`src/hdl/eds_pkg.sv`:
```
// ----------------------------------------------------------------------------
// eds_pkg
// Shared types, codes and helpers for the event stream deframer.
// ----------------------------------------------------------------------------
package eds_pkg;

  localparam int SIZE_WIDTH = 16;  // stored payload size width, 8..16
  localparam int OFF_W      = 16;  // byte offset field width

  localparam logic [7:0] TABLE_CODE = 8'h35;
  localparam logic [7:0] END_CODE   = 8'h39;

  typedef enum logic [2:0] {
    PH_TABLE_CODE,
    PH_TABLE_LEN,
    PH_TABLE_BODY,
    PH_EVENT_CODE,
    PH_PAYLOAD,
    PH_DONE,
    PH_ERROR
  } phase_t;

  typedef enum logic [2:0] {
    ST_OK,
    ST_NO_TABLE,
    ST_BAD_LEN,
    ST_UNKNOWN,
    ST_TRUNC
  } status_t;

  typedef enum logic [1:0] {
    KIND_CODE,
    KIND_PAYLOAD,
    KIND_TABLE,
    KIND_IGNORED
  } kind_t;

  typedef enum logic [1:0] {
    ENT_CODE,
    ENT_HIGH,
    ENT_LOW
  } entry_step_t;

  typedef struct packed {
    logic [7:0]       byte_out;
    logic [7:0]       event_code;
    logic [OFF_W-1:0] byte_offset;
    kind_t            byte_kind;
    logic             event_last;
    status_t          status;
  } res_t;

  typedef struct packed {
    logic                  en;
    logic [7:0]            addr;
    logic [SIZE_WIDTH-1:0] data;
  } mem_wr_t;

  // table length is bad when zero or when (len - 1) is not a whole number of entries
  function automatic logic len_bad(input logic [7:0] len);
    logic [7:0] dec;
    logic [3:0] dsum;
    logic       rem;
    dec  = len - 8'd1;
    // base-4 digit sum keeps the value mod 3
    dsum = {2'b00, dec[1:0]} + {2'b00, dec[3:2]} + {2'b00, dec[5:4]} + {2'b00, dec[7:6]};
    case (dsum) inside
      4'd0, 4'd3, 4'd6, 4'd9, 4'd12: rem = 1'b0;
      default:                       rem = 1'b1;
    endcase
    return (len == 8'd0) || rem;
  endfunction

endpackage

```
`src/hdl/event_stream_deframer_core.sv`:
```
// ----------------------------------------------------------------------------
// event_stream_deframer_core
// Frames a raw event stream one byte per cycle into tagged bytes, unless stalled.
// ----------------------------------------------------------------------------
//  channel | ports               | payload
//  --------+---------------------+------------------------------------------
//  input   | in_tvalid/in_tready | tdata: data_byte; tlast: stream_end
//  result  | out_tvalid/tready   | tdata: byte_out, event_code, byte_offset,
//          |                     | status; tuser: byte_kind; tlast: event_last
//
//  one byte per cycle unless the result side stalls; input register, then
//  result register; the size store read is issued as a byte is taken.
//  after reset the block accepts at once; the size store needs no clearing
//  pass, its entries count only once learned in the current stream.
//  a stall at the result side holds the input stage and then in_tready.
// ----------------------------------------------------------------------------
module event_stream_deframer_core (
  input  logic        clk,
  input  logic        rst_n,
  input  logic        in_tvalid,
  output logic        in_tready,
  input  logic [7:0]  in_tdata,   // [7:0] data_byte
  input  logic        in_tlast,   // stream_end
  output logic        out_tvalid,
  input  logic        out_tready,
  output logic [39:0] out_tdata,  // [7:0] byte_out, [15:8] event_code,
                                  // [31:16] byte_offset, [34:32] status
  output logic [1:0]  out_tuser,  // [1:0] byte_kind
  output logic        out_tlast   // event_last
);
  import eds_pkg::*;

  logic                  stg_v_r, stg_v_nxt;
  logic [7:0]            stg_byte_r;
  logic                  stg_end_r;
  logic                  out_v_r, out_v_nxt;
  res_t                  out_r;
  res_t                  res;
  mem_wr_t               wr;
  logic [SIZE_WIDTH-1:0] size_rd;
  logic                  adv;
  logic                  in_acc;

  assign adv       = stg_v_r && (!out_v_r || out_tready);
  assign in_tready = !stg_v_r || adv;
  assign in_acc    = in_tvalid && in_tready;

  eds_size_mem u_mem (
    .clk     (clk),
    .rd_en   (in_acc),
    .rd_addr (in_tdata),
    .wr      (wr),
    .rd_data (size_rd)
  );

  eds_framer u_framer (
    .clk        (clk),
    .rst_n      (rst_n),
    .adv        (adv),
    .data_byte  (stg_byte_r),
    .stream_end (stg_end_r),
    .size_rd    (size_rd),
    .wr         (wr),
    .res        (res)
  );

  always_comb begin
    stg_v_nxt = stg_v_r;
    if (in_acc) begin
      stg_v_nxt = 1'b1;
    end else if (adv) begin
      stg_v_nxt = 1'b0;
    end
    out_v_nxt = out_v_r;
    if (adv) begin
      out_v_nxt = 1'b1;
    end else if (out_tready) begin
      out_v_nxt = 1'b0;
    end
  end

  always_ff @(posedge clk) begin
    if (!rst_n) begin
      stg_v_r <= 1'b0;
      out_v_r <= 1'b0;
    end else begin
      stg_v_r <= stg_v_nxt;
      out_v_r <= out_v_nxt;
    end
  end

  always_ff @(posedge clk) begin
    if (in_acc) begin
      stg_byte_r <= in_tdata;
      stg_end_r  <= in_tlast;
    end
    if (adv) begin
      out_r <= res;
    end
  end

  assign out_tvalid = out_v_r;
  assign out_tdata  = {5'b00000, out_r.status, out_r.byte_offset, out_r.event_code,
                       out_r.byte_out};
  assign out_tuser  = out_r.byte_kind;
  assign out_tlast  = out_r.event_last;

  a_stall_holds: assert property (@(posedge clk) disable iff (!rst_n)
    (stg_v_r && !adv) |-> out_v_r)
    else $error("input stage stalled with an empty result register");

  a_no_overrun: assert property (@(posedge clk) disable iff (!rst_n)
    (stg_v_r && !adv) |-> !in_tready)
    else $error("input taken while the stage is held");

  a_result_follows: assert property (@(posedge clk) disable iff (!rst_n)
    adv |=> out_v_r)
    else $error("processed byte not presented as a result");

endmodule

```
`src/hdl/eds_size_mem.sv`:
```
// ----------------------------------------------------------------------------
// eds_size_mem
// Payload size store, 256 entries, one write and one registered read port.
// ----------------------------------------------------------------------------
module eds_size_mem (
  input  logic                           clk,
  input  logic                           rd_en,
  input  logic [7:0]                     rd_addr,
  input  eds_pkg::mem_wr_t               wr,
  output logic [eds_pkg::SIZE_WIDTH-1:0] rd_data
);
  import eds_pkg::*;

  logic [SIZE_WIDTH-1:0] mem [256];

  always_ff @(posedge clk) begin
    if (wr.en) begin
      mem[wr.addr] <= wr.data;
    end
  end

  // a write landing on the same edge as the read is forwarded
  always_ff @(posedge clk) begin
    if (rd_en) begin
      if (wr.en && (wr.addr == rd_addr)) begin
        rd_data <= wr.data;
      end else begin
        rd_data <= mem[rd_addr];
      end
    end
  end

endmodule

```
`src/hdl/eds_framer.sv`:
```
// ----------------------------------------------------------------------------
// eds_framer
// Framing state machine: tags one byte per advance, learns the size table.
// ----------------------------------------------------------------------------
module eds_framer (
  input  logic                           clk,
  input  logic                           rst_n,
  input  logic                           adv,
  input  logic [7:0]                     data_byte,
  input  logic                           stream_end,
  input  logic [eds_pkg::SIZE_WIDTH-1:0] size_rd,
  output eds_pkg::mem_wr_t               wr,
  output eds_pkg::res_t                  res
);
  import eds_pkg::*;

  phase_t                phase_r, phase_nxt, phase_step;
  status_t               sticky_r, sticky_nxt;
  logic [SIZE_WIDTH-1:0] left_r, left_nxt;
  logic [OFF_W-1:0]      off_r, off_nxt;
  logic [7:0]            cur_r, cur_nxt;
  entry_step_t           step_r, step_nxt;
  logic [7:0]            ecode_r, ecode_nxt;
  logic [7:0]            ehigh_r, ehigh_nxt;
  logic [255:0]          known_r;

  logic                  bad_len;
  logic                  hit;
  logic [SIZE_WIDTH-1:0] left_dec;
  logic [OFF_W-1:0]      off_inc;
  logic                  trunc;

  assign bad_len  = len_bad(data_byte);
  assign hit      = known_r[data_byte];
  assign left_dec = left_r - SIZE_WIDTH'(1);
  assign off_inc  = off_r + OFF_W'(1);

  // next state
  always_comb begin
    phase_step = phase_r;
    sticky_nxt = sticky_r;
    left_nxt   = left_r;
    off_nxt    = off_r;
    cur_nxt    = cur_r;
    step_nxt   = step_r;
    ecode_nxt  = ecode_r;
    ehigh_nxt  = ehigh_r;
    wr         = '0;
    unique case (phase_r)
      PH_TABLE_CODE: begin
        if ((data_byte == TABLE_CODE) && !stream_end) begin
          phase_step = PH_TABLE_LEN;
        end else begin
          sticky_nxt = ST_NO_TABLE;
          phase_step = PH_ERROR;
        end
      end
      PH_TABLE_LEN: begin
        if (bad_len && !(stream_end && (data_byte > 8'd1))) begin
          sticky_nxt = ST_BAD_LEN;
          phase_step = PH_ERROR;
        end else begin
          wr.en      = 1'b1;
          wr.addr    = TABLE_CODE;
          wr.data    = SIZE_WIDTH'(data_byte);
          left_nxt   = SIZE_WIDTH'(data_byte - 8'd1);
          off_nxt    = OFF_W'(1);
          step_nxt   = ENT_CODE;
          phase_step = (data_byte == 8'd1) ? PH_EVENT_CODE : PH_TABLE_BODY;
        end
      end
      PH_TABLE_BODY: begin
        off_nxt  = off_inc;
        left_nxt = left_dec;
        unique case (step_r)
          ENT_CODE: begin
            ecode_nxt = data_byte;
            step_nxt  = ENT_HIGH;
          end
          ENT_HIGH: begin
            ehigh_nxt = data_byte;
            step_nxt  = ENT_LOW;
          end
          default: begin
            wr.en    = 1'b1;
            wr.addr  = ecode_r;
            wr.data  = SIZE_WIDTH'({ehigh_r, data_byte});
            step_nxt = ENT_CODE;
          end
        endcase
        if (left_dec == '0) begin
          phase_step = PH_EVENT_CODE;
        end
      end
      PH_EVENT_CODE: begin
        if (!hit) begin
          sticky_nxt = ST_UNKNOWN;
          phase_step = PH_ERROR;
        end else begin
          cur_nxt  = data_byte;
          left_nxt = size_rd;
          off_nxt  = '0;
          if (size_rd == '0) begin
            phase_step = (data_byte == END_CODE) ? PH_DONE : PH_EVENT_CODE;
          end else begin
            phase_step = PH_PAYLOAD;
          end
        end
      end
      PH_PAYLOAD: begin
        off_nxt  = off_inc;
        left_nxt = left_dec;
        if (left_dec == '0) begin
          phase_step = (cur_r == END_CODE) ? PH_DONE : PH_EVENT_CODE;
        end
      end
      default: begin
      end
    endcase
  end

  assign trunc = (sticky_nxt == ST_OK) &&
                 ((phase_step == PH_TABLE_LEN) || (phase_step == PH_TABLE_BODY) ||
                  (phase_step == PH_PAYLOAD));
  assign phase_nxt = stream_end ? PH_TABLE_CODE : phase_step;

  // result fields
  always_comb begin
    res            = '0;
    res.byte_out   = data_byte;
    res.byte_kind  = KIND_IGNORED;
    unique case (phase_r)
      PH_TABLE_CODE: begin
        if ((data_byte == TABLE_CODE) && !stream_end) begin
          res.event_code = TABLE_CODE;
          res.byte_kind  = KIND_TABLE;
        end
      end
      PH_TABLE_LEN: begin
        if (!(bad_len && !(stream_end && (data_byte > 8'd1)))) begin
          res.event_code  = TABLE_CODE;
          res.byte_kind   = KIND_TABLE;
          res.byte_offset = OFF_W'(1);
          res.event_last  = (data_byte == 8'd1);
        end
      end
      PH_TABLE_BODY: begin
        res.event_code  = TABLE_CODE;
        res.byte_kind   = KIND_TABLE;
        res.byte_offset = off_inc;
        res.event_last  = (left_dec == '0);
      end
      PH_EVENT_CODE: begin
        if (hit) begin
          res.event_code = data_byte;
          res.byte_kind  = KIND_CODE;
          res.event_last = (size_rd == '0);
        end
      end
      PH_PAYLOAD: begin
        res.event_code  = cur_r;
        res.byte_kind   = KIND_PAYLOAD;
        res.byte_offset = off_inc;
        res.event_last  = (left_dec == '0);
      end
      default: begin
      end
    endcase
    res.status = (stream_end && trunc) ? ST_TRUNC : sticky_nxt;
  end

  always_ff @(posedge clk) begin
    if (!rst_n) begin
      phase_r  <= PH_TABLE_CODE;
      sticky_r <= ST_OK;
      left_r   <= '0;
      off_r    <= '0;
      cur_r    <= '0;
      step_r   <= ENT_CODE;
      ecode_r  <= '0;
      ehigh_r  <= '0;
      known_r  <= '0;
    end else if (adv) begin
      phase_r <= phase_nxt;
      if (stream_end) begin
        // stream done: back to the reset state
        sticky_r <= ST_OK;
        left_r   <= '0;
        off_r    <= '0;
        cur_r    <= '0;
        step_r   <= ENT_CODE;
        ecode_r  <= '0;
        ehigh_r  <= '0;
        known_r  <= '0;
      end else begin
        sticky_r <= sticky_nxt;
        left_r   <= left_nxt;
        off_r    <= off_nxt;
        cur_r    <= cur_nxt;
        step_r   <= step_nxt;
        ecode_r  <= ecode_nxt;
        ehigh_r  <= ehigh_nxt;
        if (wr.en) begin
          known_r[wr.addr] <= 1'b1;
        end
      end
    end
  end

  a_sticky_err: assert property (@(posedge clk) disable iff (!rst_n)
    (sticky_r != ST_OK) |-> (phase_r == PH_ERROR))
    else $error("sticky status set outside the error phase");

  a_end_clears: assert property (@(posedge clk) disable iff (!rst_n)
    (adv && stream_end) |=> ((phase_r == PH_TABLE_CODE) && (known_r == '0) &&
                             (sticky_r == ST_OK)))
    else $error("stream end did not return to the start state");

  a_ignored_clean: assert property (@(posedge clk) disable iff (!rst_n)
    (adv && (res.byte_kind == KIND_IGNORED)) |->
      ((res.event_code == '0) && (res.byte_offset == '0) && !res.event_last))
    else $error("ignored byte carries event tagging");

  a_table_learned: assert property (@(posedge clk) disable iff (!rst_n)
    (adv && !stream_end && (phase_r == PH_TABLE_LEN) && (phase_nxt != PH_ERROR)) |=>
      known_r[TABLE_CODE])
    else $error("table length not learned as table size");

endmodule

```
`config.mk`:
```
export PLATFORM = sky130hd
export DESIGN_NAME = event_stream_deframer_core
export DESIGN_NICKNAME = d
export VERILOG_FILES = /design/src/hdl/eds_pkg.sv /design/src/hdl/event_stream_deframer_core.sv /design/src/hdl/eds_size_mem.sv /design/src/hdl/eds_framer.sv
export SDC_FILE = /design/constraint.sdc
export NUM_CORES = 2
export LEC_CHECK = 0
export BUFFER_PORTS_ARGS = -buffer_cell sky130_fd_sc_hd__buf_4
export CORE_MARGIN = 2
export CORE_UTILIZATION = 57
export DETAILED_ROUTE_END_ITERATION = 7
export PLACE_DENSITY = 0.76
export SYNTH_ARGS = -nofsm -noshare
export SYNTH_HDL_FRONTEND = slang
export SYNTH_SLANG_ARGS = --single-unit
export TNS_END_PERCENT = 10
```
`constraint.sdc`:
```
create_clock -name clk -period 11.9 [get_ports clk]
set_input_delay 1.19 -clock clk [delete_from_list [all_inputs] [get_ports clk]]
set_output_delay 1.19 -clock clk [all_outputs]
set_load 0.1 [all_outputs]
```
==> impl_metrics.toml <==
[sta]
setup_slack_ps = 3967
report.final.setup_viol = 0
grt_setup_unrepaired = "no"
final_report_hold_violation_count = 0
finalClockSkew_ps = 53.02
finalCriticalPeriod_ps = 7933
slew-limit-headroom = 0.1033
report.final.slew_viol_count = 0
setup_tns_ps = 0
fmax_ghz = 0.1261
timing_worst_slew_pin_value_ps = 1345
fin_crit_sh = 0.6666

[global_routing]
grt_first_pass_wirelength_mm = 639.0
maximum_number_of_pins_on_one_net_before_global_route_repair = 258
grt_pass1_vias = 87310
antenna_found_initial = 31
grt_overflow_total = 0
total_global_routing_track_utilization = 0.2877

[floorplan]
io_pins = 58
die_footprint_um2 = 308400
floorplan.core_area_um2 = 302500
floorplan.initialDensity = 0.5727
die_w_um = 555.3
placement_rows = 202
die_y_um = 555.3

[worst_setup_path]
critPathMaxFanout = 177
critical_path.reg2reg.endpoint = "u_mem.mem[220][1]"
r2r_cells = 19
critical_path.endpoint_type = "flip-flop"
crit_path_cell_trace = "buf_4 > inv_1 > ha_1 > xor2_1 > ha_1 > inv_1 > fa_1 > fa_1 > inv_1 > ha_1 > fa_1 > or4b_2 > o21ai_0 > a22oi_1 > nor2_1 > nor2_2 > nor2_4 > buf_4 > buf_12"
critPathMaxStageDelay_ps = 740
endpoint = "u_mem.mem[220][1]"
kind_of_start_point_of_the_critical_path = "flip-flop"
worst-setup-path-type = "flip-flop to flip-flop"
reg2reg_slack_ps = 3970
crit_path_top_delay_cell = "sky130_fd_sc_hd__buf_4"
cp-startpoint = "stg_byte_r[0]"
cp_data_required_time_ps = 12460
worst-endpoint-arrival_ps = 8490
r2r_start = "stg_byte_r[0]"

[logic_synthesis]
post_synthesis_compound_gate_area_fraction = 0.01449
synth_enable_flop_cells = 4159
yosys_warnings = 0
yosysSeqAreaShare = 0.7580
dominant_combinational_cell_family_by_area_after_synthesis = "multiplexers"
synth.ff_latch_count = 4481
netlist_area_um2 = 173300
yosys.area_share.adder = 0.0009676
synthesis.area_per_instance_um2 = 21.71
fraction_of_synthesis_flops_using_an_asynchronous_set_or_reset_pin = 0
synthSimpleGateAreaFrac = 0.02411
synth_cell_type_count = 68
mux_contribution_to_synthesized_area = 0.1880
number_of_instances_in_the_synthesized_netlist = 7981
postSynth.topFlopCell = "sky130_fd_sc_hd__edfxtp_1"
synthXorXnorAreaFrac = 0.001870

[clocking]
cts_post_setup_buffers_inserted = 0
cts.root.buffer_cell = "sky130_fd_sc_hd__clkbuf_16"
cts.htree.levels = 5
clock_sink_count = 4481
cts.hold.buffers_added = 0
insertion_delay_ps = 970
clk_pin_slew_worst_setup_hold_paths_ps = 70
cts_buffer_count = 431
post_cts_resize_count = 0
clk_path_buf_depth = 4
cts_tree = "yes"

[layout]
nFillCells = 18540
nNetsFinal = 8371
most-common-layout-cells = "sky130_fd_sc_hd__edfxtp_1, sky130_fd_sc_hd__mux4_2, sky130_fd_sc_hd__nor2_1"
mostFrequentLayoutCell = "sky130_fd_sc_hd__edfxtp_1"
syn2layout_area_growth_pct = 11.92
layout_cell_share_with_drive_strength_beyond_1 = 0.2862

[placed_design]
port_buffers = 52
post-dp-hpwl_mm = 233.2
globalplace.congestion = 0.8698
preCtsSetupSlack_ps = 4131

[route]
routedWlPerCell_um = 34.84
totalWireLength_mm = 442.4
detailedRoute.firstIterationViolations = 13580
detail_route.drc_violations = 0
routed_via_density = 6.869
vias = 87220
drt_first_pass_iters = 8
ant_nets = 0

[hold_path]
hold_path.class = "input port to flip-flop"
worst_hold_path.num_cells = 1

[outcome]
status = "completed"

[pwr]
p_leak_nw = 60.55
vdd_ir_drop_max_mv = 0.1299
power_density_nw_per_um2 = 161.3

[job]
cap_violations = 0
-- per-layer routing --
metal  track usage  vias to the layer above  share of wire
met4        0.1210                       22          0.048
li1              -                    33930              -
met3       0.06438                      951           0.11
met2        0.4485                     6358           0.48
met5             0                        -        0.00031
met1        0.3981                    45960           0.36
-- where the power goes --
part / total [W] / internal [W] / switching (W)
Sequential: 0.0170 / 0.0170 / 0.0000115
Clock: 0.0136 / 0.00763 / 0.00598
Combinational: 0.000701 / 0.000254 / 0.000447
-- state kept, by name (all words and copies together), names as in the netlist --
signal and cells:
u_framer.ehigh_r 8, out_tvalid 1, out_tlast 1, u_framer.ecode_r 8
u_framer.cur_r 8, stg_byte_r 8, stg_v_r 1, u_mem.rd_data 16
u_framer.sticky_r 3, out_tuser 2, u_framer.left_r 16, u_framer.known_r 256
u_mem.mem 4096, u_framer.off_r 16, stg_end_r 1, u_framer.phase_r 3
out_tdata 35, u_framer.step_r 2
-- per-stage QoR --
step	utilization	power, W	hold WS [ps]	instances	instance area, µm²
after floorplan	-	0.01785	411.4	7985	173300
after global placement	0.5947	0.01801	422.9	11890	179900
after detailed placement	0.5947	0.01801	424.3	11890	179900
after CTS	0.6408	0.03141	347.8	12690	193900
after global routing	0.6409	0.03199	394.4	12690	193900
final	0.6410	0.03128	398.1	12700	193900
-- Yosys cell counts (6+ instances only) --
library cell               number  share of area
sky130_fd_sc_hd__mux4_2      1385           0.18
sky130_fd_sc_hd__nand4_1       17        0.00061
sky130_fd_sc_hd__ha_1           7        0.00051
sky130_fd_sc_hd__mux2i_1      118         0.0068
sky130_fd_sc_hd__clkbuf_1     345         0.0075
sky130_fd_sc_hd__buf_2         94         0.0027
sky130_fd_sc_hd__dfxtp_1      322          0.037
sky130_fd_sc_hd__nand3_1       50         0.0014
sky130_fd_sc_hd__a21boi_0       9        0.00039
sky130_fd_sc_hd__a31oi_1        6        0.00022
sky130_fd_sc_hd__edfxtp_1    4159           0.72
sky130_fd_sc_hd__nand2b_1      15        0.00054
sky130_fd_sc_hd__nor4_1        14        0.00051
sky130_fd_sc_hd__nor2b_1       42         0.0015
sky130_fd_sc_hd__o21ai_0       28        0.00081
sky130_fd_sc_hd__buf_1         39        0.00084
sky130_fd_sc_hd__nor3_1        11        0.00032
sky130_fd_sc_hd__mux2_2        18         0.0012
sky130_fd_sc_hd__nor2_1       600          0.013
sky130_fd_sc_hd__or2_2          8        0.00029
sky130_fd_sc_hd__inv_1         17        0.00037
sky130_fd_sc_hd__a22oi_1       48         0.0021
sky130_fd_sc_hd__nand2_1      149         0.0032
sky130_fd_sc_hd__nor3b_1        6        0.00026
sky130_fd_sc_hd__xnor2_1       18        0.00091
sky130_fd_sc_hd__buf_4         20        0.00087
sky130_fd_sc_hd__and3_1        20        0.00072
sky130_fd_sc_hd__xor2_1        19        0.00096
sky130_fd_sc_hd__and2_1        12        0.00043
sky130_fd_sc_hd__a21oi_1      300         0.0087
-- cell type report --
class	count	area (µm²)	share of cell area
Timing Repair Buffer	431	3566	0.01839
Inverter	18	67.56	0.0003484
Tap cell	3978	4977	0.02567
Sequential cell	4481	131300	0.6773
Clock buffer	524	11220	0.05785
Clock inverter	272	2744	0.01415
Multi-Input combinational cell	2984	39990	0.2062
Antenna cell	10	25.02	0.0001290
-- how the worst min path moves through the flow --
stage / startpoint / slack, ps / endpoint
floorplan: u_framer.sticky_r[2] / 410 / u_framer.sticky_r[2]
global route: in_tlast / 390 / stg_end_r
global placement: u_framer.sticky_r[2] / 420 / u_framer.sticky_r[2]
detailed placement: u_framer.sticky_r[2] / 420 / u_framer.sticky_r[2]
finish: in_tlast / 400 / stg_end_r
CTS: in_tlast / 350 / stg_end_r
-- worst max-delay path, delay by kind of cell, from the launching register on --
family,cells,cell delay [ps]
buf+inv,6,2140
xor+xnor,1,230
flops,1,360
simple gates,4,1700
fa+ha+maj,6,2270
compound gates,2,320
-- cell families after synthesis --
| logic type | Yosys count |
|---|---|
| fa+ha+maj | 11 |
| mux | 1521 |
| compound gates | 441 |
| other cells | 1 |
| xor+xnor | 37 |
| simple gates | 969 |
| buf+inv | 520 |
| flops | 4481 |
Note: power is estimated with default switching activity, not from simulation.
